File: config.mk
export PLATFORM = sky130hd
export DESIGN_NAME = lrsf_out
export DESIGN_NICKNAME = d
export VERILOG_FILES = /design/src/hw/rtl/lrsf_pkg.sv /design/src/hw/rtl/lrsf_out.sv
export SDC_FILE = /design/constraint.sdc
export NUM_CORES = 1
export LEC_CHECK = 0
export BUFFER_PORTS_ARGS = -buffer_cell sky130_fd_sc_hd__buf_4
export CELL_PAD_IN_SITES_DETAIL_PLACEMENT = 1
export CELL_PAD_IN_SITES_GLOBAL_PLACEMENT = 2
export CORE_MARGIN = 5
export CORE_UTILIZATION = 27
export CTS_CLUSTER_SIZE = 30
export DETAILED_ROUTE_END_ITERATION = 8
export GPL_TIMING_DRIVEN = 0
export HOLD_SLACK_MARGIN = 0.05
export PLACE_DENSITY_LB_ADDON = 0.2
export RECOVER_POWER = 100
export SKIP_CTS_REPAIR_TIMING = 1
export SLEW_MARGIN = 20
export SYNTH_ARGS = -nofsm -noshare
export SYNTH_HDL_FRONTEND = slang
export SYNTH_SLANG_ARGS = --single-unit
File: constraint.sdc
create_clock -name i_clk -period 1.87 [get_ports i_clk]
set_input_delay 0.374 -clock i_clk [delete_from_list [all_inputs] [get_ports i_clk]]
set_output_delay 0.374 -clock i_clk [all_outputs]
set_load 0.005 [all_outputs]
File: src/hw/rtl/lrsf_pkg.sv
// Shared types, constants and helper functions for the label row span fill block.
`timescale 1ns / 1ps
`default_nettype none

package lrsf_pkg;

    localparam int MAX_WIDTH  = 256;
    localparam int MAX_HEIGHT = 256;

    localparam int COL_W  = (MAX_WIDTH > 1) ? $clog2(MAX_WIDTH) : 1;
    localparam int ROW_W  = (MAX_HEIGHT > 1) ? $clog2(MAX_HEIGHT) : 1;
    localparam int ADDR_W = COL_W + ROW_W;
    localparam int DEPTH  = 2 ** ADDR_W;

    localparam int DIM_W   = 9;
    localparam int LABEL_W = 8;
    localparam int IDX_W   = 1;

    localparam logic [DIM_W-1:0] DIM_ONE   = DIM_W'(1);
    localparam logic [DIM_W-1:0] MAX_W_DIM = DIM_W'(MAX_WIDTH);
    localparam logic [DIM_W-1:0] MAX_H_DIM = DIM_W'(MAX_HEIGHT);
    localparam logic [DIM_W-1:0] DIM_RESET = DIM_W'(256);

    localparam logic [IDX_W-1:0] CFG_FRAME_WIDTH  = 1'b0;
    localparam logic [IDX_W-1:0] CFG_FRAME_HEIGHT = 1'b1;

    localparam logic ACT_LOAD = 1'b0;
    localparam logic ACT_READ = 1'b1;

    localparam logic [LABEL_W-1:0] LABEL_ZERO = LABEL_W'(0);
    localparam logic [LABEL_W-1:0] LABEL_MARK = LABEL_W'(2);

    typedef struct packed {
        logic in_span;
        logic last;
    } t_rd_info;

    function automatic logic [DIM_W-1:0] clamp_dim(input logic [DIM_W-1:0] v,
                                                  input logic [DIM_W-1:0] maxv);
        logic [DIM_W-1:0] r;
        if (v == '0) begin
            r = DIM_ONE;
        end else if (v > maxv) begin
            r = maxv;
        end else begin
            r = v;
        end
        return r;
    endfunction

endpackage

`default_nettype wire

File: src/hw/rtl/lrsf_out.sv
// Read tracking stage, relabelling and the output register.
`timescale 1ns / 1ps
`default_nettype none

module lrsf_out (
    input  wire logic                          i_clk,
    input  wire logic                          i_rst_n,
    input  wire logic                          i_re,
    input  wire lrsf_pkg::t_rd_info            i_rd_info,
    input  wire logic [lrsf_pkg::LABEL_W-1:0]  i_rdata,
    input  wire logic                          i_m_ready,
    output logic                               o_in_ready,
    output logic                               o_m_valid,
    output logic [lrsf_pkg::LABEL_W-1:0]       o_m_label,
    output logic                               o_m_last
);

    logic                         r_s1_valid, n_s1_valid;
    lrsf_pkg::t_rd_info           r_s1_info;
    logic                         r_out_valid, n_out_valid;
    logic [lrsf_pkg::LABEL_W-1:0] r_out_label, n_out_label;
    logic                         r_out_last;
    logic                         out_en;

    always_comb begin
        out_en      = !r_out_valid || i_m_ready;
        o_in_ready  = !r_s1_valid || out_en;
        n_s1_valid  = o_in_ready ? i_re : r_s1_valid;
        n_out_valid = out_en ? r_s1_valid : r_out_valid;

        if (i_rdata > lrsf_pkg::LABEL_MARK) begin
            n_out_label = lrsf_pkg::LABEL_ZERO;
        end else if ((i_rdata == lrsf_pkg::LABEL_ZERO) && r_s1_info.in_span) begin
            n_out_label = lrsf_pkg::LABEL_MARK;
        end else begin
            n_out_label = i_rdata;
        end
    end

    always_ff @(posedge i_clk) begin
        if (!i_rst_n) begin
            r_s1_valid  <= 1'b0;
            r_out_valid <= 1'b0;
        end else begin
            r_s1_valid  <= n_s1_valid;
            r_out_valid <= n_out_valid;
        end
    end

    always_ff @(posedge i_clk) begin
        if (i_re) begin
            r_s1_info <= i_rd_info;
        end
        if (out_en && r_s1_valid) begin
            r_out_label <= n_out_label;
            r_out_last  <= r_s1_info.last;
        end
    end

    assign o_m_valid = r_out_valid;
    assign o_m_label = r_out_label;
    assign o_m_last  = r_out_last;

endmodule

`default_nettype wire

; Word level (Yosys, flattened, before mapping)
; Index checks and enable logic that the tools add are counted.
[word_totals]
reg_bits = 13
out_inout_bits = 11
word_cells = 17
inputBits = 14
[op_classes]
reduce_logical = 8
n_lt_le_gt_ge = 1
mux = 1
[op_table]
columns = cell, count
row1 = $gt 8x2->1 const B, 1
row2 = $logic_not 8->1, 1
row3 = $logic_and 1x1->1, 2
row4 = $logic_not 1->1, 2
row5 = $logic_or 1x1->1, 2
row6 = $mux 2, 1
row7 = $reduce_or 2->1, 1

; Longest topological paths before layout
[depth]
word_depth = 3
mapped_depth = 2

; Worst setup path after synthesis
; Ideal clock, no wire load.
[synth_path]
path_kind = register to register
start = reg r_out_valid (netlist: o_m_valid)
end = reg r_out_label (netlist bit o_m_label[0]) (enable)
period_less_slack_ps = 1264
stages_incl_launch_ff = 3
required_time_ps = 1495
t_arrival_ps = 889
path_slack_ps = 606
cell_sequence = dfxtp_1 nor2b_1 nor2b_1
[synth_via]
elab_chain_cells = 3
[synth_lines]
columns = element, line_no
row1 = start: declaration, lrsf_out.sv:20  ; logic r_out_valid, n_out_valid;
row2 = start signal: assignment, lrsf_out.sv:46  ; r_out_valid <= n_out_valid;
row3 = $logic_not 1->1, lrsf_out.sv:26  ; out_en = !r_out_valid || i_m_ready;
row4 = $logic_or 1x1->1, lrsf_out.sv:26
row5 = $logic_and 1x1->1, lrsf_out.sv:54  ; if (out_en && r_s1_valid) begin
row6 = end signal: assignment, lrsf_out.sv:55  ; r_out_label <= n_out_label;
row7 = end: declaration, lrsf_out.sv:21  ; logic [lrsf_pkg::LABEL_W-1:0] r_out_label, n_out_label;
; No other way between the ends.
; A chain may end at the register's enable or synchronous reset.

; Final worst setup path
[layout_path]
start = reg r_out_valid (netlist: o_m_valid)
end = reg r_out_last (netlist: o_m_last) (enable)
[layout_via]
elab_chain_cells = 3
[layout_lines]
columns = element, line_no
row1 = $logic_not 1->1, lrsf_out.sv:26
row2 = $logic_or 1x1->1, lrsf_out.sv:26
row3 = $logic_and 1x1->1, lrsf_out.sv:54
row4 = end signal: assignment, lrsf_out.sv:56  ; r_out_last <= r_s1_info.last;
row5 = end: declaration, lrsf_out.sv:22  ; logic r_out_last;
; No other way between the ends.

==> results.md <==
- Dividing total power by cell area gives a power density of 806 mW/mm^2.
- The tool flagged a number of max-cap violations equal to 0.
- The buffer cell driving the clock tree root is sky130_fd_sc_hd__clkbuf_4.
- After detailed routing, the average wire length per cell comes to 12.4 um.
- The width of the chip is 50.9 um.
- Of all cell types, the one taking the most synthesized area is sky130_fd_sc_hd__edfxtp_1.
- The number of antenna cells inserted is 0.
- The DRC violations left is 0.
- The fraction of power consumed by the clock network is 30.4%.
- The final-report hold violation count is 0.
- The fraction of the mapped netlist area in adder cells is 0%.
- Using the TritonRoute via totals, the vias-per-cell ratio works out to 4.22.
- Of the cells placed in the final design, the portion with a size suffix greater than 1 is 43.1%.
- In this run the tool buffered the top-level ports with 24 buffer cells.
- The arrival time of the worst setup path is 1.32 ns.
- On the worst path, the slowest cell contributes a delay of 0.60 ns.
- The finished layout holds 74 standard cells, fillers aside.
- Compared with the post-synthesis result, the final layout area differs by 51.8%.
- The final net count is 73.
- The count of standard-cell rows is 14.
- After synthesis, the most frequently instantiated cells are 11 x sky130_fd_sc_hd__edfxtp_1, 2 x sky130_fd_sc_hd__dfxtp_1, 2 x sky130_fd_sc_hd__nor2b_1, 2 x sky130_fd_sc_hd__nor4_1, 2 x sky130_fd_sc_hd__o21a_1.
- Net switching is 19.7% of the power.
- The worst path needs 1.42 ns of the cycle, external delays included.
- The clock-pin transition on the worst setup and hold timing paths is 0.08 ns.
- The clock latency reported for the late side of the worst-skew pair is 0.26 ns.
- The transition time at the pin with the least slew margin is 0.762 ns.
- Entering global routing, the biggest net connects 10 pins.
- The post-synthesis compound-gate area fraction is 4.99%.
- In the final timing run, aggregate negative setup slack is 0 ns.
- By startpoint and endpoint, the worst setup path is classified as register to register.
- The dominant cell type by count on the critical path is sky130_fd_sc_hd__nor2b_1.
- Sequential cells account for 60.8% of the total power.
- The area fraction in and, or, nand and nor cells after synthesis is 11.4%.
- The part of the power in combinational logic is 8.8%.
- The nature of the critical path startpoint is a register.
- VDD sags by at most 0.000351 V.
- Yosys attributes the largest share of cell area to sky130_fd_sc_hd__edfxtp_1 73%, sky130_fd_sc_hd__dfxtp_1 8.9%, sky130_fd_sc_hd__o21a_1 3.3%, sky130_fd_sc_hd__nor2b_1 2.8%, sky130_fd_sc_hd__nor4_1 2.8%.
- The starting density of the core is 29.3%.
- In this run the tightest slew margin relative to its limit is 49.1%.
- The count of boundary I/O pins is 25.
- After the first detailed-routing iteration, the DRC count stood at 1.
- The share of synthesized area occupied by flip-flops and latches is 82.0%.
- The run finished with clean final reports.
- The number of max-slew violations in the final report came to 0.
- The worst clock skew is 0.000183 ns.
- Setup violations remaining at the end of the flow were counted as 0.
- Among all stages on the critical path, the largest delay is contributed by sky130_fd_sc_hd__nor2b_1.
- Synthesis produced 25 cells.
- In the synthesized netlist the dominant register cell turns out to be sky130_fd_sc_hd__edfxtp_1.
- The number of search-and-repair iterations in the first detailed-routing pass is 2.
- The number of warnings issued by yosys is 0.
- The number of CTS-inserted buffers is 3.
- The number of clock sinks seen by CTS is 13.
- TritonCTS built the clock tree.
- The cell count of the worst hold path is 1.
- The area of the core is 0.00154 mm^2.
- Derived from the worst setup path, the maximum achievable clock frequency is 704 MHz.
- The path type of the worst min-delay path is input port to register.
- Cell internal power was estimated by the tool at 0.444 mW.
- The worst setup path is captured at a register.
- The number of enable flip-flop cells after synthesis is 11.
- The placer's final routability congestion estimate is 0.636.
- The global-route wire length before repair is 1.50 mm.
- The final wirelength is 918 um.
- Overall power consumption after layout is estimated at 0.552 mW.
- By area, the combinational part of the netlist is dominated by simple AND/OR/NAND/NOR gates.
- Measured against the total synthesized area, the mux share comes to 0%.
- The part of the cycle the worst path needs is 76.0%.
- The die boundary height is 50.9 um.
- After synthesis, the largest area contributor takes up 73.1% of total cell area.
- The maximum fanout encountered on the critical timing path is 9.
- Once layout is complete, the utilization of the core stands at 44.5%.
- For this design the total switching power over the nets is 0.109 mW.
- The total standard cell area after synthesis is 452 um^2.
- Of the total synthesized cell area, the portion taken by XOR and XNOR cells is 0%.
- In the final layout, flip-flops and latches occupy 370 um^2.
- The path depth of the worst reg2reg path is 2.
- The floorplan step defined a die boundary enclosing 0.00259 mm^2.
- Walking the worst path, the cells encountered are nor2b_1, nor2b_1.
- The most common cell in the netlist is sky130_fd_sc_hd__edfxtp_1.
- The via count of the first global-routing pass is 355.
- The total number of vias is 312.
- The average size of a mapped cell is 18.1 um^2.
- In this run, distinct cell masters in the synthesized netlist total 11.
- In this run the remaining antenna-violating nets after routing total 0.
- Summing all multi-input logic gate instances after layout gives 92.6 um^2.
- Counting along the longest clock path gives a buffer depth of 2.
- The number of antenna violations at the first check in global routing is 0.
- After filler insertion, the fill cell instance count of the layout stands at 179.
- Setup repair after global routing left no endpoint under its margin.
- The cell count after placement is 70.
- Of all flip-flops after synthesis, the portion carrying an async set or reset was 0%.
- After global routing the overflow that remains totals 0.
- For this design the static power due to leakage is 0.283 nW.
- The overall fraction of global-route tracks in use is 8.02%.
- CTS built an H-tree with a depth of 1.
- The endpoint required time on the critical path is 1.77 ns.
- The number of register bits inferred by synthesis is 13.
state kept, by name, summed over array words and instances (netlist names):
signal,count
o_m_last,1
o_m_valid,1
o_m_label,8
r_s1_valid,1
r_s1_info,2
layer usage:
metal  global-route usage [%]  vias to the layer above  share of wire (%)
met4                     3.83                        0                  0
met5                        0                        -                  0
li1                         -                      155                  -
met2                     15.1                       15                 60
met3                     3.20                        0                 10
met1                     7.30                      142                 29
cells by family after synthesis:
kind of cell | after synthesis
other cells | 1
simple gates | 7
buf+inv | 1
compound gates | 3
flops | 13
through the flow:
stage	cell area (um^2)	hold WS (ns)	worst slack [ns]
floorplan	470	0.400	0.606
global placement	671	0.402	0.407
detailed placement	671	0.416	0.363
CTS	697	0.270	0.420
global route	686	0.283	0.347
finish	686	0.301	0.449
worst max-delay path, delay by kind of cell, from the launching register on:
family	cells	cell delay, ns
and+or+nand+nor	2	0.74
DFF	1	0.32
area by class of cell:
cell class,instances,area share (%)
Clock buffer,4,3.83
Tap cell,16,2.92
Inverter,1,0.547
Timing Repair Buffer,24,25.2
Sequential cell,13,54.0
Multi-Input combinational cell,16,13.5
worst paths after layout:
kind,from,to,slack [ns]
hold reg to reg,r_s1_info[0],o_m_last,0.43
setup reg to reg,o_m_valid,o_m_last,0.45
setup / recovery,o_m_valid,o_m_last,0.45
hold / removal,i_rd_info[1],r_s1_info[1],0.30
power by group through the flow:
stage / registers [mW] / logic [mW] / clock network [mW]
after CTS: 0.336 / 0.0532 / 0.177
final: 0.336 / 0.0486 / 0.168
after global routing: 0.337 / 0.0539 / 0.200
after global placement: 0.342 / 0.0513 / 0
after floorplan: 0.343 / 0.0110 / 0
after detailed placement: 0.343 / 0.0531 / 0
placed cells by master, fill, tap and decap left out:
master / instances
sky130_fd_sc_hd__nor4_1: 2
sky130_fd_sc_hd__clkbuf_4: 16
sky130_fd_sc_hd__o21a_1: 2
sky130_fd_sc_hd__nor2b_1: 2
sky130_fd_sc_hd__inv_1: 1
sky130_fd_sc_hd__conb_1: 6
sky130_fd_sc_hd__o21bai_1: 1
sky130_fd_sc_hd__buf_4: 9
sky130_fd_sc_hd__clkbuf_1: 3
sky130_fd_sc_hd__edfxtp_1: 11
sky130_fd_sc_hd__nand2b_1: 1
sky130_fd_sc_hd__and3b_1: 1
sky130_fd_sc_hd__dfxtp_1: 2
sky130_fd_sc_hd__or4_1: 1
(Power assumes the default switching activity.)
