## src/hw/rtl/lrsf_pkg.sv

```systemverilog
// Shared types, constants and helper functions for the label row span fill block.
`timescale 1ns / 1ps
`default_nettype none

package lrsf_pkg;

    localparam int MAX_WIDTH  = 256;
    localparam int MAX_HEIGHT = 256;

    localparam int COL_W  = (MAX_WIDTH > 1) ? $clog2(MAX_WIDTH) : 1;
    localparam int ROW_W  = (MAX_HEIGHT > 1) ? $clog2(MAX_HEIGHT) : 1;
    localparam int ADDR_W = COL_W + ROW_W;
    localparam int DEPTH  = 2 ** ADDR_W;

    localparam int DIM_W   = 9;
    localparam int LABEL_W = 8;
    localparam int IDX_W   = 1;

    localparam logic [DIM_W-1:0] DIM_ONE   = DIM_W'(1);
    localparam logic [DIM_W-1:0] MAX_W_DIM = DIM_W'(MAX_WIDTH);
    localparam logic [DIM_W-1:0] MAX_H_DIM = DIM_W'(MAX_HEIGHT);
    localparam logic [DIM_W-1:0] DIM_RESET = DIM_W'(256);

    localparam logic [IDX_W-1:0] CFG_FRAME_WIDTH  = 1'b0;
    localparam logic [IDX_W-1:0] CFG_FRAME_HEIGHT = 1'b1;

    localparam logic ACT_LOAD = 1'b0;
    localparam logic ACT_READ = 1'b1;

    localparam logic [LABEL_W-1:0] LABEL_ZERO = LABEL_W'(0);
    localparam logic [LABEL_W-1:0] LABEL_MARK = LABEL_W'(2);

    typedef struct packed {
        logic in_span;
        logic last;
    } t_rd_info;

    function automatic logic [DIM_W-1:0] clamp_dim(input logic [DIM_W-1:0] v,
                                                  input logic [DIM_W-1:0] maxv);
        logic [DIM_W-1:0] r;
        if (v == '0) begin
            r = DIM_ONE;
        end else if (v > maxv) begin
            r = maxv;
        end else begin
            r = v;
        end
        return r;
    endfunction

endpackage

`default_nettype wire

```

## src/hw/rtl/lrsf_ctrl.sv

```systemverilog
// Position counters, row span tracking and configuration registers.
`timescale 1ns / 1ps
`default_nettype none

module lrsf_ctrl (
    input  wire logic                          i_clk,
    input  wire logic                          i_rst_n,
    input  wire logic                          i_cfg_we,
    input  wire logic [lrsf_pkg::IDX_W-1:0]    i_cfg_index,
    input  wire logic [lrsf_pkg::DIM_W-1:0]    i_cfg_data,
    input  wire logic                          i_accept,
    input  wire logic                          i_action,
    input  wire logic [lrsf_pkg::LABEL_W-1:0]  i_label,
    output logic                               o_we,
    output logic [lrsf_pkg::ADDR_W-1:0]        o_waddr,
    output logic [lrsf_pkg::LABEL_W-1:0]       o_wdata,
    output logic                               o_re,
    output logic [lrsf_pkg::ADDR_W-1:0]        o_raddr,
    output lrsf_pkg::t_rd_info                 o_rd_info
);

    logic [lrsf_pkg::DIM_W-1:0] r_width, n_width, r_height, n_height;
    logic [lrsf_pkg::COL_W-1:0] r_ld_col, n_ld_col, r_rd_col, n_rd_col;
    logic [lrsf_pkg::ROW_W-1:0] r_ld_row, n_ld_row, r_rd_row, n_rd_row;
    logic [lrsf_pkg::ROW_W-1:0] r_span_first, n_span_first, r_span_last, n_span_last;
    logic                       r_marker, n_marker, r_complete, n_complete;

    logic [lrsf_pkg::DIM_W-1:0] w, h;
    logic [lrsf_pkg::COL_W-1:0] ld_col_b;
    logic [lrsf_pkg::ROW_W-1:0] ld_row_b, first_b, last_b;
    logic                       marker_b;
    logic                       ld_col_end, ld_row_end, rd_col_end, rd_row_end;

    always_comb begin
        w = lrsf_pkg::clamp_dim(r_width, lrsf_pkg::MAX_W_DIM);
        h = lrsf_pkg::clamp_dim(r_height, lrsf_pkg::MAX_H_DIM);

        ld_col_b = r_complete ? '0 : r_ld_col;
        ld_row_b = r_complete ? '0 : r_ld_row;
        first_b  = r_complete ? '0 : r_span_first;
        last_b   = r_complete ? '0 : r_span_last;
        marker_b = r_complete ? 1'b0 : r_marker;

        ld_col_end = (lrsf_pkg::DIM_W'(ld_col_b) + lrsf_pkg::DIM_ONE) >= w;
        ld_row_end = (lrsf_pkg::DIM_W'(ld_row_b) + lrsf_pkg::DIM_ONE) >= h;
        rd_col_end = (lrsf_pkg::DIM_W'(r_rd_col) + lrsf_pkg::DIM_ONE) >= w;
        rd_row_end = (lrsf_pkg::DIM_W'(r_rd_row) + lrsf_pkg::DIM_ONE) >= h;

        n_width      = r_width;
        n_height     = r_height;
        n_ld_col     = r_ld_col;
        n_ld_row     = r_ld_row;
        n_rd_col     = r_rd_col;
        n_rd_row     = r_rd_row;
        n_span_first = r_span_first;
        n_span_last  = r_span_last;
        n_marker     = r_marker;
        n_complete   = r_complete;

        o_we    = 1'b0;
        o_waddr = {ld_row_b, ld_col_b};
        o_wdata = i_label;
        o_re    = 1'b0;
        o_raddr = {r_rd_row, r_rd_col};
        o_rd_info.in_span = r_marker && (r_rd_row >= r_span_first)
                            && (r_rd_row <= r_span_last);
        o_rd_info.last    = rd_col_end && rd_row_end;

        if (i_cfg_we) begin
            case (i_cfg_index)
                lrsf_pkg::CFG_FRAME_WIDTH:  n_width  = i_cfg_data;
                lrsf_pkg::CFG_FRAME_HEIGHT: n_height = i_cfg_data;
                default: ;
            endcase
            n_ld_col     = '0;
            n_ld_row     = '0;
            n_rd_col     = '0;
            n_rd_row     = '0;
            n_span_first = '0;
            n_span_last  = '0;
            n_marker     = 1'b0;
            n_complete   = 1'b0;
        end else if (i_accept && (i_action == lrsf_pkg::ACT_LOAD)) begin
            o_we         = 1'b1;
            n_span_first = first_b;
            n_span_last  = last_b;
            n_marker     = marker_b;
            n_complete   = 1'b0;
            if (r_complete) begin
                n_rd_col = '0;
                n_rd_row = '0;
            end
            if (i_label == lrsf_pkg::LABEL_MARK) begin
                if (!marker_b) begin
                    n_span_first = ld_row_b;
                end
                n_span_last = ld_row_b;
                n_marker    = 1'b1;
            end
            if (ld_col_end) begin
                n_ld_col = '0;
                if (ld_row_end) begin
                    n_ld_row   = '0;
                    n_complete = 1'b1;
                end else begin
                    n_ld_row = ld_row_b + lrsf_pkg::ROW_W'(1);
                end
            end else begin
                n_ld_col = ld_col_b + lrsf_pkg::COL_W'(1);
                n_ld_row = ld_row_b;
            end
        end else if (i_accept && r_complete) begin
            o_re = 1'b1;
            if (rd_col_end) begin
                n_rd_col = '0;
                n_rd_row = rd_row_end ? '0 : r_rd_row + lrsf_pkg::ROW_W'(1);
            end else begin
                n_rd_col = r_rd_col + lrsf_pkg::COL_W'(1);
            end
        end
    end

    always_ff @(posedge i_clk) begin
        if (!i_rst_n) begin
            r_width      <= lrsf_pkg::DIM_RESET;
            r_height     <= lrsf_pkg::DIM_RESET;
            r_ld_col     <= '0;
            r_ld_row     <= '0;
            r_rd_col     <= '0;
            r_rd_row     <= '0;
            r_span_first <= '0;
            r_span_last  <= '0;
            r_marker     <= 1'b0;
            r_complete   <= 1'b0;
        end else begin
            r_width      <= n_width;
            r_height     <= n_height;
            r_ld_col     <= n_ld_col;
            r_ld_row     <= n_ld_row;
            r_rd_col     <= n_rd_col;
            r_rd_row     <= n_rd_row;
            r_span_first <= n_span_first;
            r_span_last  <= n_span_last;
            r_marker     <= n_marker;
            r_complete   <= n_complete;
        end
    end

endmodule

`default_nettype wire

```

## config.mk

```make
export PLATFORM = sky130hd
export DESIGN_NAME = lrsf_ctrl
export DESIGN_NICKNAME = d
export VERILOG_FILES = /design/src/hw/rtl/lrsf_pkg.sv /design/src/hw/rtl/lrsf_ctrl.sv
export SDC_FILE = /design/constraint.sdc
export NUM_CORES = 1
export LEC_CHECK = 0
export ABC_AREA = 1
export BUFFER_PORTS_ARGS = -buffer_cell sky130_fd_sc_hd__buf_4
export CAP_MARGIN = 20
export CORE_AREA = 2 2 94 141
export CTS_CLUSTER_SIZE = 16
export DETAILED_ROUTE_END_ITERATION = 7
export DIE_AREA = 0 0 96 143
export SYNTH_ARGS = -nofsm -noshare
export SYNTH_HDL_FRONTEND = slang
export SYNTH_SLANG_ARGS = --single-unit
```

## constraint.sdc

```tcl
create_clock -name i_clk -period 3.6 [get_ports i_clk]
set_input_delay 0.18 -clock i_clk [delete_from_list [all_inputs] [get_ports i_clk]]
set_output_delay 0.18 -clock i_clk [all_outputs]
set_load 0.02 [all_outputs]
```

* Word level (Yosys, flattened, before mapping)
Index checks and enable logic that the tools add are counted. W data, S select, Z words.
Word-level totals: register bits 68, output and inout port bits 44, logic and storage cells 77, input port bits 23
Cells by class: mux-type cells 30, magnitude comparators 8, bitwise operators 3, eq/ne operators 2, reductions and logical operators 16, add/subtract/negate cells 8
Operator list (number):
- $mux W8 | 17
- $add A8 B1 Y9 const B | 4
- $ge A9 B9 Y1 | 4
- $mux W9 | 4
- $add A8 B1 Y8 const B | 4
- $gt A9 B9 Y1 const B | 2
- $logic_not A9 Y1 | 2
- $mux W1 | 9
- $eq A8 B2 Y1 const B | 1
- $ge A8 B8 Y1 | 1
- $le A8 B8 Y1 | 1
- $reduce_and A2 Y1 | 4
- $reduce_bool A2 Y1 | 3
- $logic_and A1 B1 Y1 | 5
- $not A1 Y1 | 3
- $reduce_and A3 Y1 | 1
- $ne A2 B2 Y1 const B | 1
- $reduce_or A2 Y1 | 1

* Longest topological paths before layout
Gate-level depths: netlist of the first run.
word-level depth 8, mapped depth 21, depth with buffers taken out 19

* Least setup slack after synthesis of the first run
OpenSTA, ideal clock, no wires.
path kind flip-flop to flip-flop, start point reg r_complete, end point reg r_ld_row[1] (netlist name), slack 0.784 ns, buffers on the path 1, cell stages (with the launch flop) 17, library setup time 0.071 ns, period minus slack after synthesis 2.816 ns, arrival time 2.745 ns, data required time 3.529 ns, cells stage by stage dfxtp_1 buf_6 nor2_1 ha_1 inv_1 nor3_4 nand2_1 and3b_1 ha_1 nand2_1 nor2_1 a21boi_0 nor2_1 nand3_1 nand2_1 nand2_1 a21oi_1
Between the ends: longest elaborated chain between the ends 5, elaborated cells on any way between the ends 9, those cells by class add/sub (3); order compare (2); mux (4)
Ends and longest elaborated chain:
- start: declaration | line lrsf_ctrl.sv:26 | logic r_marker, n_marker, r_complete, n_complete;
- start signal: assignment | line lrsf_ctrl.sv:145 | r_complete <= n_complete;
- $mux W8 (*) | line lrsf_ctrl.sv:39 | ld_row_b = r_complete ? '0 : r_ld_row;
- net o_waddr, one bit | line lrsf_ctrl.sv:15 | output logic [lrsf_pkg::ADDR_W-1:0] o_waddr,
- $add A8 B1 Y9 | line lrsf_ctrl.sv:45 | ld_row_end = (lrsf_pkg::DIM_W'(ld_row_b) + lrsf_pkg::DIM_ONE) >= h;
- $ge A9 B9 Y1 | line lrsf_ctrl.sv:45
- $mux W8 | line lrsf_ctrl.sv:102 | if (ld_row_end) begin
- $mux W8 (*) | line lrsf_ctrl.sv:100 | if (ld_col_end) begin
- end signal: assignment | line lrsf_ctrl.sv:139 | r_ld_row <= n_ld_row;
- end: declaration | line lrsf_ctrl.sv:24 | logic [lrsf_pkg::ROW_W-1:0] r_ld_row, n_ld_row, r_rd_row, n_rd_row;
The timed path passes the listed nets; every way through them passes the cells marked *. A chain may end at the register's enable or synchronous reset.

* Worst setup path after layout of the first run
start point reg r_complete, end point reg r_ld_row[0] (netlist name)
Between the ends: longest elaborated chain between the ends 5, elaborated cells on any way between the ends 9, those cells by class add/sub (3); order compare (2); mux (4)
Ends and longest elaborated chain (line):
- $mux W8 | lrsf_ctrl.sv:39
- $add A8 B1 Y9 | lrsf_ctrl.sv:45
- $ge A9 B9 Y1 | lrsf_ctrl.sv:45
- $mux W8 | lrsf_ctrl.sv:102
- $mux W8 (*) | lrsf_ctrl.sv:100
Every way passes the cells marked *; elsewhere a longest branch is shown, timed or not.

==> impl_metrics.yaml, run 1 <==
status:
  status: "finished, final reports clean"
sta:
  tns_ps: 0
  min_period_ps: 3130
  fmax_mhz: 319
  hold_viol: 0
  finalCritPeriodShare_pct: 87.0
  slew_headroom_pct: 62.2
  fin_skew_ps: 8.96
  final-max-slew-violation-count: 0
  rsz0062_at_grt: "no"
  setup_viol: 0
  worstMarginPinSlew_ps: 564
global_route:
  grt_pass1_wl_um: 22800
  grt_max_degree: 37
  grt_pass1_vias: 4880
  antenna_found_initial: 0
  grt-ovfl-total: 0
  grt_usage_pct: 21.5
cts:
  clk_latency_ps: 340
  cts.reportedPaths.clkPinSlew_ps: 60
  cts_resized: 0
  h-tree-depth: 3
  clk_path_buf_depth: 2
  tritoncts: "yes"
  numCtsBuffers: 9
  root_buffer: "clkbuf_16"
  cts_sinks: 68
  hold_buffers: 0
  post_cts_buffers: 0
detailed_routing:
  viasPerCell: 5.11
  drtAntennaViolNets: 0
  wl_per_cell_um: 14.3
  vias: 4970
  drtPass1Iterations: 4
  drtIter0Drc: 282
  routed_wl_um: 13900
  drc: 0
critical_path:
  cp-startpoint: "r_complete"
  path_cells: "inv_4 -> nand2_4 -> inv_1 -> ha_1 -> inv_1 -> nor3_4 -> nand2_1 -> and3b_1 -> ha_1 -> nand2_1 -> nor2_1 -> nand4_1 -> nand3_1 -> nand2_1 -> nand2_1 -> a21oi_1"
  endpoint_kind: "flip-flop"
  reg2reg_slack_ps: 470
  slowest_stage: "dfxtp_1"
  critPathBufInv: 3
  startpoint_type: "flip-flop"
  timing.rr.start: "r_complete"
  path_max_fanout: 12
  required_ps: 3810
  slowest_delay_ps: 640
  path_class: "flip-flop to flip-flop"
  cp.arrival_ps: 3340
  crit_path_frequent_cell: "nand2_1"
  path_delay_family: "simple AND/OR/NAND/NOR gates"
floorplan:
  rows: 50
  die_y_um: 143
  die_x_um: 96
  coreArea_um2: 12400
  start_util_pct: 39.6
  io_pins: 67
  dieArea_um2: 13700
cells_and_area:
  drive_gt1_share_pct: 13.5
  fin_area_um2: 5820
  fin_nets: 892
  syn2layout_area_growth_pct: 18.0
  antenna_cells: 0
min_path:
  min_from: "i_cfg_data[3]"
  hold_path_class: "input pin to flip-flop"
placement:
  io_buffers: 66
  dp_hpwl_um: 11000
  gp_congestion: 0.831
  placed_area_um2: 5500
synthesis:
  syn_inst: 756
  synthFlopType: "dfxtp_1"
  syn_area_per_cell_um2: 6.52
  synth_nets: 835
  async_flop_share_pct: 0
  syn_area_um2: 4930
  ys_seq_area_share_pct: 27.6
  synth.distinct_cells: 43
  yosysWarningCount: 0
  synth-seq-cells: 68
  synth-edff-count: 0
power:
  pwr_density_cell_nw_per_um2: 334
  max-vdd-ir-drop_v: 0.000227
  cellLeakagePower_nw: 2.78
run:
  cap_violations: 0
cell usage after synthesis (6+ instances only):
master / number / area (µm²)
xor2_1: 14 / 123
inv_2: 8 / 30.0
nand4_1: 12 / 75.1
a21oi_1: 55 / 275
o21ai_0: 21 / 105
nor2_1: 109 / 409
nand3_1: 37 / 185
nor3_1: 6 / 30.0
inv_1: 78 / 293
clkbuf_1: 8 / 30.0
nand2_1: 217 / 815
dfxtp_1: 68 / 1360
ha_1: 56 / 701
buf_4: 9 / 67.6
nand3b_1: 7 / 52.6
worst reg2reg max path, delay by kind of cell, from the launching register on:
| kind | cells | cell delay (ps) |
|---|---|---|
| AND/OR/NAND/NOR | 10 | 1380 |
| buffers and inverters | 3 | 410 |
| flip-flops | 1 | 640 |
| AO/OA/AOI/OAI | 1 | 50 |
| adder cells (fa/ha/maj) | 2 | 520 |
state kept, by name, indices dropped and copies added, names as in the netlist, 8 cells and up:
register,cells
r_width,9
r_ld_col,8
r_rd_col,8
r_span_last,8
r_height,9
r_span_first,8
r_ld_row,8
r_rd_row,8
report_power, final:
group	switching, W	leakage (nW)	internal [W]
logic	0.000138	2.08	0.0000764
clock network	0.000344	0.148	0.000603
registers	0.0000121	0.551	0.000768
routing by layer:
metal / share of wire, % / GRT usage, %
met1: 38 / 22.5
met2: 54 / 40.2
met3: 4.0 / 4.06
met4: 3.9 / 9.85
met5: 0 / 0
logic make-up (layout without fill, tap and decap cells):
kind of cell / after synthesis / count (layout) / share of synthesized area, %
xor gates and xnor gates: 15 / 15 / 2.67
buffers and inverters: 114 / 175 / 9.85
AOI/OAI and AO/OA: 95 / 95 / 10.6
and+or+nand+nor: 408 / 408 / 35.0
adders and majority gates: 56 / 56 / 14.2
DFF: 68 / 68 / 27.6
placed cells by master, fill, tap and decap left out, types with 2 or more instances in the layout:
cell type   synthesis  final
nand3_1            37     37
nor4_1              3      3
nor3_1              6      6
nand4_1            12     12
nor2_1            109    108
bufinv_16           0      2
nor3_2              2      2
buf_4               9     69
nand2_4             2      2
nand3b_1            7      7
clkbuf_16           0      9
nand2_2             4      4
inv_1              78     78
clkinvlp_4          0      2
clkinv_1            4      4
a211oi_1            3      3
a21boi_0            2      2
ha_1               56     56
a22oi_1             5      5
a21oi_1            55     55
dfxtp_1            68     68
xor2_1             14     14
o211ai_1            2      2
inv_2               8      8
o21ai_0            21     21
nor2_2              5      6
nand2_1           217    217
path summary, 6_finish.rpt:
| path | end | cells past startpoint |
|---|---|---|
| hold reg to reg | r_span_last[1] | 2 |
| setup / recovery | r_ld_row[0] | 16 |
| setup reg to reg | r_ld_row[0] | 16 |
| hold / removal | r_width[3] | 3 |
layout make-up:
class	count	area (µm²)
Inverter	91	344
Tap cell	156	195
Fill cell	1297	6630
Sequential cell	68	1360
Clock inverter	6	88.8
Timing Repair Buffer	69	518
Clock buffer	9	225
Multi-Input combinational cell	574	3080
per-stage QoR:
stage                     worst slack [ps]  cells  utilization, %  hold slack [ps]  power [W]
after floorplan                        784    756               -              310   0.000939
after global placement                 474    958            44.2              424    0.00101
after detailed placement               377    958            44.2              432    0.00101
after CTS                              354    973            46.7             77.9    0.00196
after global routing                   110    973            46.7             99.4    0.00202
final                                  468    973            46.7             77.5    0.00194
Power figures use the tool's default switching activity.
==> inputs of run 2 (changes only) <==
--- a/config.mk
+++ b/config.mk
@@ -12,6 +12,7 @@
 export CTS_CLUSTER_SIZE = 16
 export DETAILED_ROUTE_END_ITERATION = 7
 export DIE_AREA = 0 0 96 143
+export PLACE_DENSITY = 0.55
 export SYNTH_ARGS = -nofsm -noshare
 export SYNTH_HDL_FRONTEND = slang
 export SYNTH_SLANG_ARGS = --single-unit
==> run 2 against run 1 <==
  * Combinational power about the same
  * Global-route usage decreased by 0.33 points
  * Sequential power about the same
  * Die area stayed put
  * First-iteration DRC count is 42% lower
  * Sequential share of layout area down 0.13 points
  * Clock skew is essentially flat
  * Register-to-register slack better by 20 ps
  * Largest power group unchanged
  * Highest routed layer unchanged
==> impl_metrics.yaml, run 2 (synthesis gave the netlist of run 1 again) <==
status:
  status: "finished, final reports clean"
sta:
  fin_skew_ps: 8.47
  setup_viol: 0
  worstMarginPinSlew_ps: 590
  tns_ps: 0
  finalCritPeriodShare_pct: 86.4
  rsz0062_at_grt: "no"
  hold_viol: 0
  fmax_mhz: 322
  final-max-slew-violation-count: 0
  slew_headroom_pct: 60.5
  min_period_ps: 3110
floorplan:
  coreArea_um2: 12400
  die_y_um: 143
  start_util_pct: 39.6
  dieArea_um2: 13700
  io_pins: 67
  die_x_um: 96
  rows: 50
detailed_routing:
  routed_wl_um: 14000
  drtAntennaViolNets: 0
  vias: 4915
  drc: 0
  met3_wirelength_um: 444
  viasPerCell: 5.04
  wl_met2_um: 7690
  wl_per_cell_um: 14.3
  wl_met1_um: 5310
  drtIter0Drc: 164
  drtPass1Iterations: 4
  routed.top_layer: "met4"
critical_path:
  path_class: "flip-flop to flip-flop"
  crit_path_frequent_cell: "nand2_1"
  startpoint_type: "flip-flop"
  slowest_delay_ps: 600
  required_ps: 3800
  path_max_fanout: 12
  endpoint_kind: "flip-flop"
  cp.arrival_ps: 3300
  path_cells: "inv_4 -> nand2_4 -> inv_1 -> ha_1 -> inv_1 -> nor3_4 -> nand2_1 -> and3b_1 -> ha_1 -> nand2_1 -> nor2_1 -> nand4_1 -> nand3_1 -> nand2_1 -> nand2_1 -> a21oi_1"
  path_delay_family: "simple AND/OR/NAND/NOR gates"
  critPathBufInv: 3
  slowest_stage: "dfxtp_1"
min_path:
  hold_path_class: "input pin to flip-flop"
cells_and_area:
  antenna_cells: 0
  fin_nets: 894
  syn2layout_area_growth_pct: 18.7
  layout_commonest_cell: "nand2_1"
  drive_gt1_share_pct: 13.4
  largest_registers: "r_height (9), r_width (9)"
  mostFrequentLayoutCells: "nand2_1, nor2_1, inv_1, buf_4, dfxtp_1"
  fin_area_um2: 5850
cts:
  post_cts_buffers: 0
  h-tree-depth: 3
  cts_resized: 0
  cts.reportedPaths.clkPinSlew_ps: 60
  clk_latency_ps: 330
  hold_buffers: 0
  numCtsBuffers: 9
  cts_sinks: 68
  clk_path_buf_depth: 2
  tritoncts: "yes"
  root_buffer: "clkbuf_16"
global_route:
  grt_max_degree: 44
  grt_pass1_wl_um: 22300
  grt_usage_pct: 21.2
  grt_pass1_vias: 4753
  antenna_found_initial: 0
  grt-ovfl-total: 0
placement:
  io_buffers: 66
  gp_congestion: 0.828
  placed_area_um2: 5520
  dp_hpwl_um: 11100
run:
  cap_violations: 0
power:
  max-vdd-ir-drop_v: 0.000205
  pwr_density_cell_nw_per_um2: 341
  cellLeakagePower_nw: 2.81
==> run 2: changes by cell type in the layout (fill, tap and decap cells not counted), sizes merged <==
cell and delta:
clkinv +1, buf +2, inv -1, bufinv +1, clkbuf +2, clkinvlp -2
==> run 2: final cells by class <==
cell class | count | area, µm²
tap | 156 | 195
inverter | 91 | 344
fill | 1289 | 6600
clock buffer | 11 | 233
timing repair buffer | 71 | 533
multi-input combinational | 574 | 3080
sequential | 68 | 1360
clock inverter | 5 | 100
==> run 2: where the power goes <==
part | total, W | switching, W | internal [W]
clock network | 0.00100 | 0.000326 | 0.000675
registers | 0.000781 | 0.0000126 | 0.000768
logic | 0.000214 | 0.000136 | 0.0000778
total | 0.00200 | 0.000475 | 0.00152
==> run 2: per-stage QoR <==
| stage | util (%) | cells | hold slack [ps] | power [W] | setup WS (ps) |
|---|---|---|---|---|---|
| floorplan | - | 756 | 310 | 0.000939 | 784 |
| CTS | 47.0 | 976 | 81.3 | 0.00202 | 522 |
| finish | 47.0 | 976 | 95.4 | 0.00200 | 491 |
| detailed placement | 44.3 | 960 | 430 | 0.00101 | 532 |
| global route | 47.0 | 976 | 94.5 | 0.00209 | 180 |
| global placement | 44.3 | 960 | 429 | 0.00101 | 669 |
==> run 2: final timing paths <==
path | start | to | slack (ps) | cells after the start
setup / recovery | r_complete | r_ld_row[6] | 490 | 16
hold / removal | i_cfg_data[1] | r_width[1] | 100 | 3
setup reg to reg | r_complete | r_ld_row[6] | 490 | 16
hold reg to reg | r_span_last[4] | r_span_last[4] | 460 | 2
==> run 2: worst register-to-register path, stage by stage (launching register included) <==
cell and delay [ps]:
dfxtp_1 600, inv_4 170, nand2_4 120, inv_1 110, ha_1 200, inv_1 120, nor3_4 70, nand2_1 70
and3b_1 180, ha_1 310, nand2_1 70, nor2_1 180, nand4_1 370, nand3_1 210, nand2_1 70, nand2_1 60
a21oi_1 50
==> run 2: routing by layer <==
layer / vias to the layer above / GRT usage, %
met5: - / 0
met4: 0 / 10.5
met3: 23 / 3.06
met2: 102 / 40.9
met1: 2229 / 21.2
li1: 2561 / -
==> inputs of run 3 (changes only) <==
--- a/config.mk
+++ b/config.mk
@@ -5,14 +5,14 @@
 export SDC_FILE = /design/constraint.sdc
 export NUM_CORES = 1
 export LEC_CHECK = 0
-export ABC_AREA = 1
 export BUFFER_PORTS_ARGS = -buffer_cell sky130_fd_sc_hd__buf_4
 export CAP_MARGIN = 20
-export CORE_AREA = 2 2 94 141
+export CORE_AREA = 2 2 90 136
 export CTS_CLUSTER_SIZE = 16
 export DETAILED_ROUTE_END_ITERATION = 7
-export DIE_AREA = 0 0 96 143
+export DIE_AREA = 0 0 92 138
 export PLACE_DENSITY = 0.55
+export SKIP_CTS_REPAIR_TIMING = 1
 export SYNTH_ARGS = -nofsm -noshare
 export SYNTH_HDL_FRONTEND = slang
 export SYNTH_SLANG_ARGS = --single-unit
==> run 3 against run 2 <==
  * Die area is 7.5% lower
  * Synthesized cell count is 24% lower
  * Sequential power is 1% lower
==> impl_metrics.yaml, run 3 <==
status:
  status: "finished, final reports clean"
sta:
  min_period_ps: 3300
  fmax_mhz: 303
  rsz0062_at_grt: "no"
  finalCritPeriodShare_pct: 91.7
  worstMarginPinSlew_ps: 624
  setup_viol: 0
  slew_headroom_pct: 58.3
  final-max-slew-violation-count: 0
  fin_skew_ps: 7.99
  hold_viol: 0
  setup_ws_ps: 300
  tns_ps: 0
synthesis:
  syn_area_per_cell_um2: 7.92
  synth_most_common_cell: "nand2_1"
  yosysWarningCount: 0
  synth_top_cells_by_count: "nand2_1, dfxtp_1, ha_1"
  ys_seq_area_share_pct: 30.1
  synth-seq-cells: 68
  synth_top_area_share_pct: 30.1
  syn_area_um2: 4520
  synth_nets: 650
  synth-edff-count: 0
  syn_inst: 571
  async_flop_share_pct: 0
  synthFlopType: "dfxtp_1"
  synth.distinct_cells: 56
  netlist.top_cell.by_area: "dfxtp_1"
  synth_area_leaders: "dfxtp_1, ha_1, nand2_1"
critical_path:
  reg2reg_slack_ps: 300
  startpoint_type: "flip-flop"
  ff2ff_path_depth: 12
  required_ps: 3870
  path_class: "flip-flop to flip-flop"
  path_max_fanout: 30
  endpoint_kind: "flip-flop"
  cp.arrival_ps: 3570
cts:
  cts_sinks: 68
  clk_latency_ps: 330
  numCtsBuffers: 9
  clk_path_buf_depth: 2
  cts.reportedPaths.clkPinSlew_ps: 60
  tritoncts: "yes"
  root_buffer: "clkbuf_16"
  h-tree-depth: 3
detailed_routing:
  viasPerCell: 5.26
  drc: 0
  wl_per_cell_um: 15.7
  drtAntennaViolNets: 0
  routed_wl_um: 12300
  vias: 4110
  drtIter0Drc: 252
  drtPass1Iterations: 4
cells_and_area:
  largest_registers: "r_height (9), r_width (9)"
  fin_nets: 703
  mostFrequentLayoutCells: "nand2_1, buf_4, dfxtp_1, ha_1, a21oi_1"
  fin_area_um2: 5380
  syn2layout_area_growth_pct: 19.0
  antenna_cells: 0
  final_util_pct: 46.2
  layout_commonest_cell: "nand2_1"
  drive_gt1_share_pct: 15.3
power:
  max-vdd-ir-drop_v: 0.000213
  cellLeakagePower_nw: 2.30
  pwr_density_cell_nw_per_um2: 335
  power_w: 0.00180
floorplan:
  coreArea_um2: 11600
  start_util_pct: 38.8
  io_pins: 67
  die_y_um: 138
  die_x_um: 92
  dieArea_um2: 12700
  rows: 49
global_route:
  grt_pass1_wl_um: 20300
  grt_max_degree: 38
  grt_pass1_vias: 4112
  grt_usage_pct: 20.0
  grt-ovfl-total: 0
  antenna_found_initial: 0
placement:
  dp_hpwl_um: 9650
  placed_area_um2: 5080
  post-place-ws_ps: 355
  gp_congestion: 0.833
  io_buffers: 66
min_path:
  hold_path_class: "input pin to flip-flop"
  whs_path_depth: 3
run:
  cap_violations: 0
run 3: cell types whose count changed after synthesis, sizes merged, moves of 9 or more:
cell    delta
nand2    -129
a21oi     -11
a21boi    +14
nand2b    +13
o21ai      -9
nor2b     +19
nor2      -73
inv       -60
run 3: final timing paths:
kind / start / to
worst max-delay path: r_complete / r_ld_row[4]
worst min-delay path: i_cfg_data[8] / r_width[8]
worst max register to register: r_complete / r_ld_row[4]
worst min register to register: r_height[0] / r_height[0]
run 3: power breakdown:
| group | internal (W) | total, W | switching (W) |
|---|---|---|---|
| Clock | 0.000558 | 0.000897 | 0.000340 |
| Combinational | 0.0000534 | 0.000135 | 0.0000813 |
| Sequential | 0.000763 | 0.000771 | 0.00000810 |
run 3: cell type report:
type | instances | area, µm²
Tap cell | 153 | 191
Clock inverter | 5 | 60.1
Fill cell | 1195 | 6260
Timing Repair Buffer | 71 | 533
Inverter | 29 | 109
Multi-Input combinational cell | 445 | 2890
Clock buffer | 11 | 243
Sequential cell | 68 | 1360
run 3: per-stage QoR:
stage	hold WS, ps	std cells
3_5_place_dp	442	766
2_1_floorplan	318	571
4_1_cts	90.2	782
5_1_grt	107	782
3_3_place_gp	442	766
6_report	93.2	782
run 3: layer usage:
metal | up-vias | GRT usage [%] | share of wire (%)
li1 | 2090 | - | -
met2 | 80 | 38.3 | 55
met1 | 1913 | 21.0 | 40
met5 | - | 0 | 0
met4 | 0 | 8.64 | 3.0
met3 | 27 | 3.27 | 2.7
run 3: cell families after synthesis:
logic type / after synthesis / share of synthesized area, %
simple gates: 246 / 26.1
compound gates: 119 / 17.5
fa+ha+maj: 56 / 15.5
mux: 2 / 0.470
flops: 68 / 30.1
xor+xnor: 22 / 4.26
buf+inv: 58 / 6.11
run 3: critical path, stage by stage, from the launching register on:
cell	delay, ps
dfxtp_1	310
buf_4	240
nor2b_1	410
ha_1	300
nand4_1	160
o21ai_0	190
o31ai_1	150
ha_1	240
a21o_1	210
a2111oi_4	350
a21oi_2	140
nor4_4	340
a22o_1	200
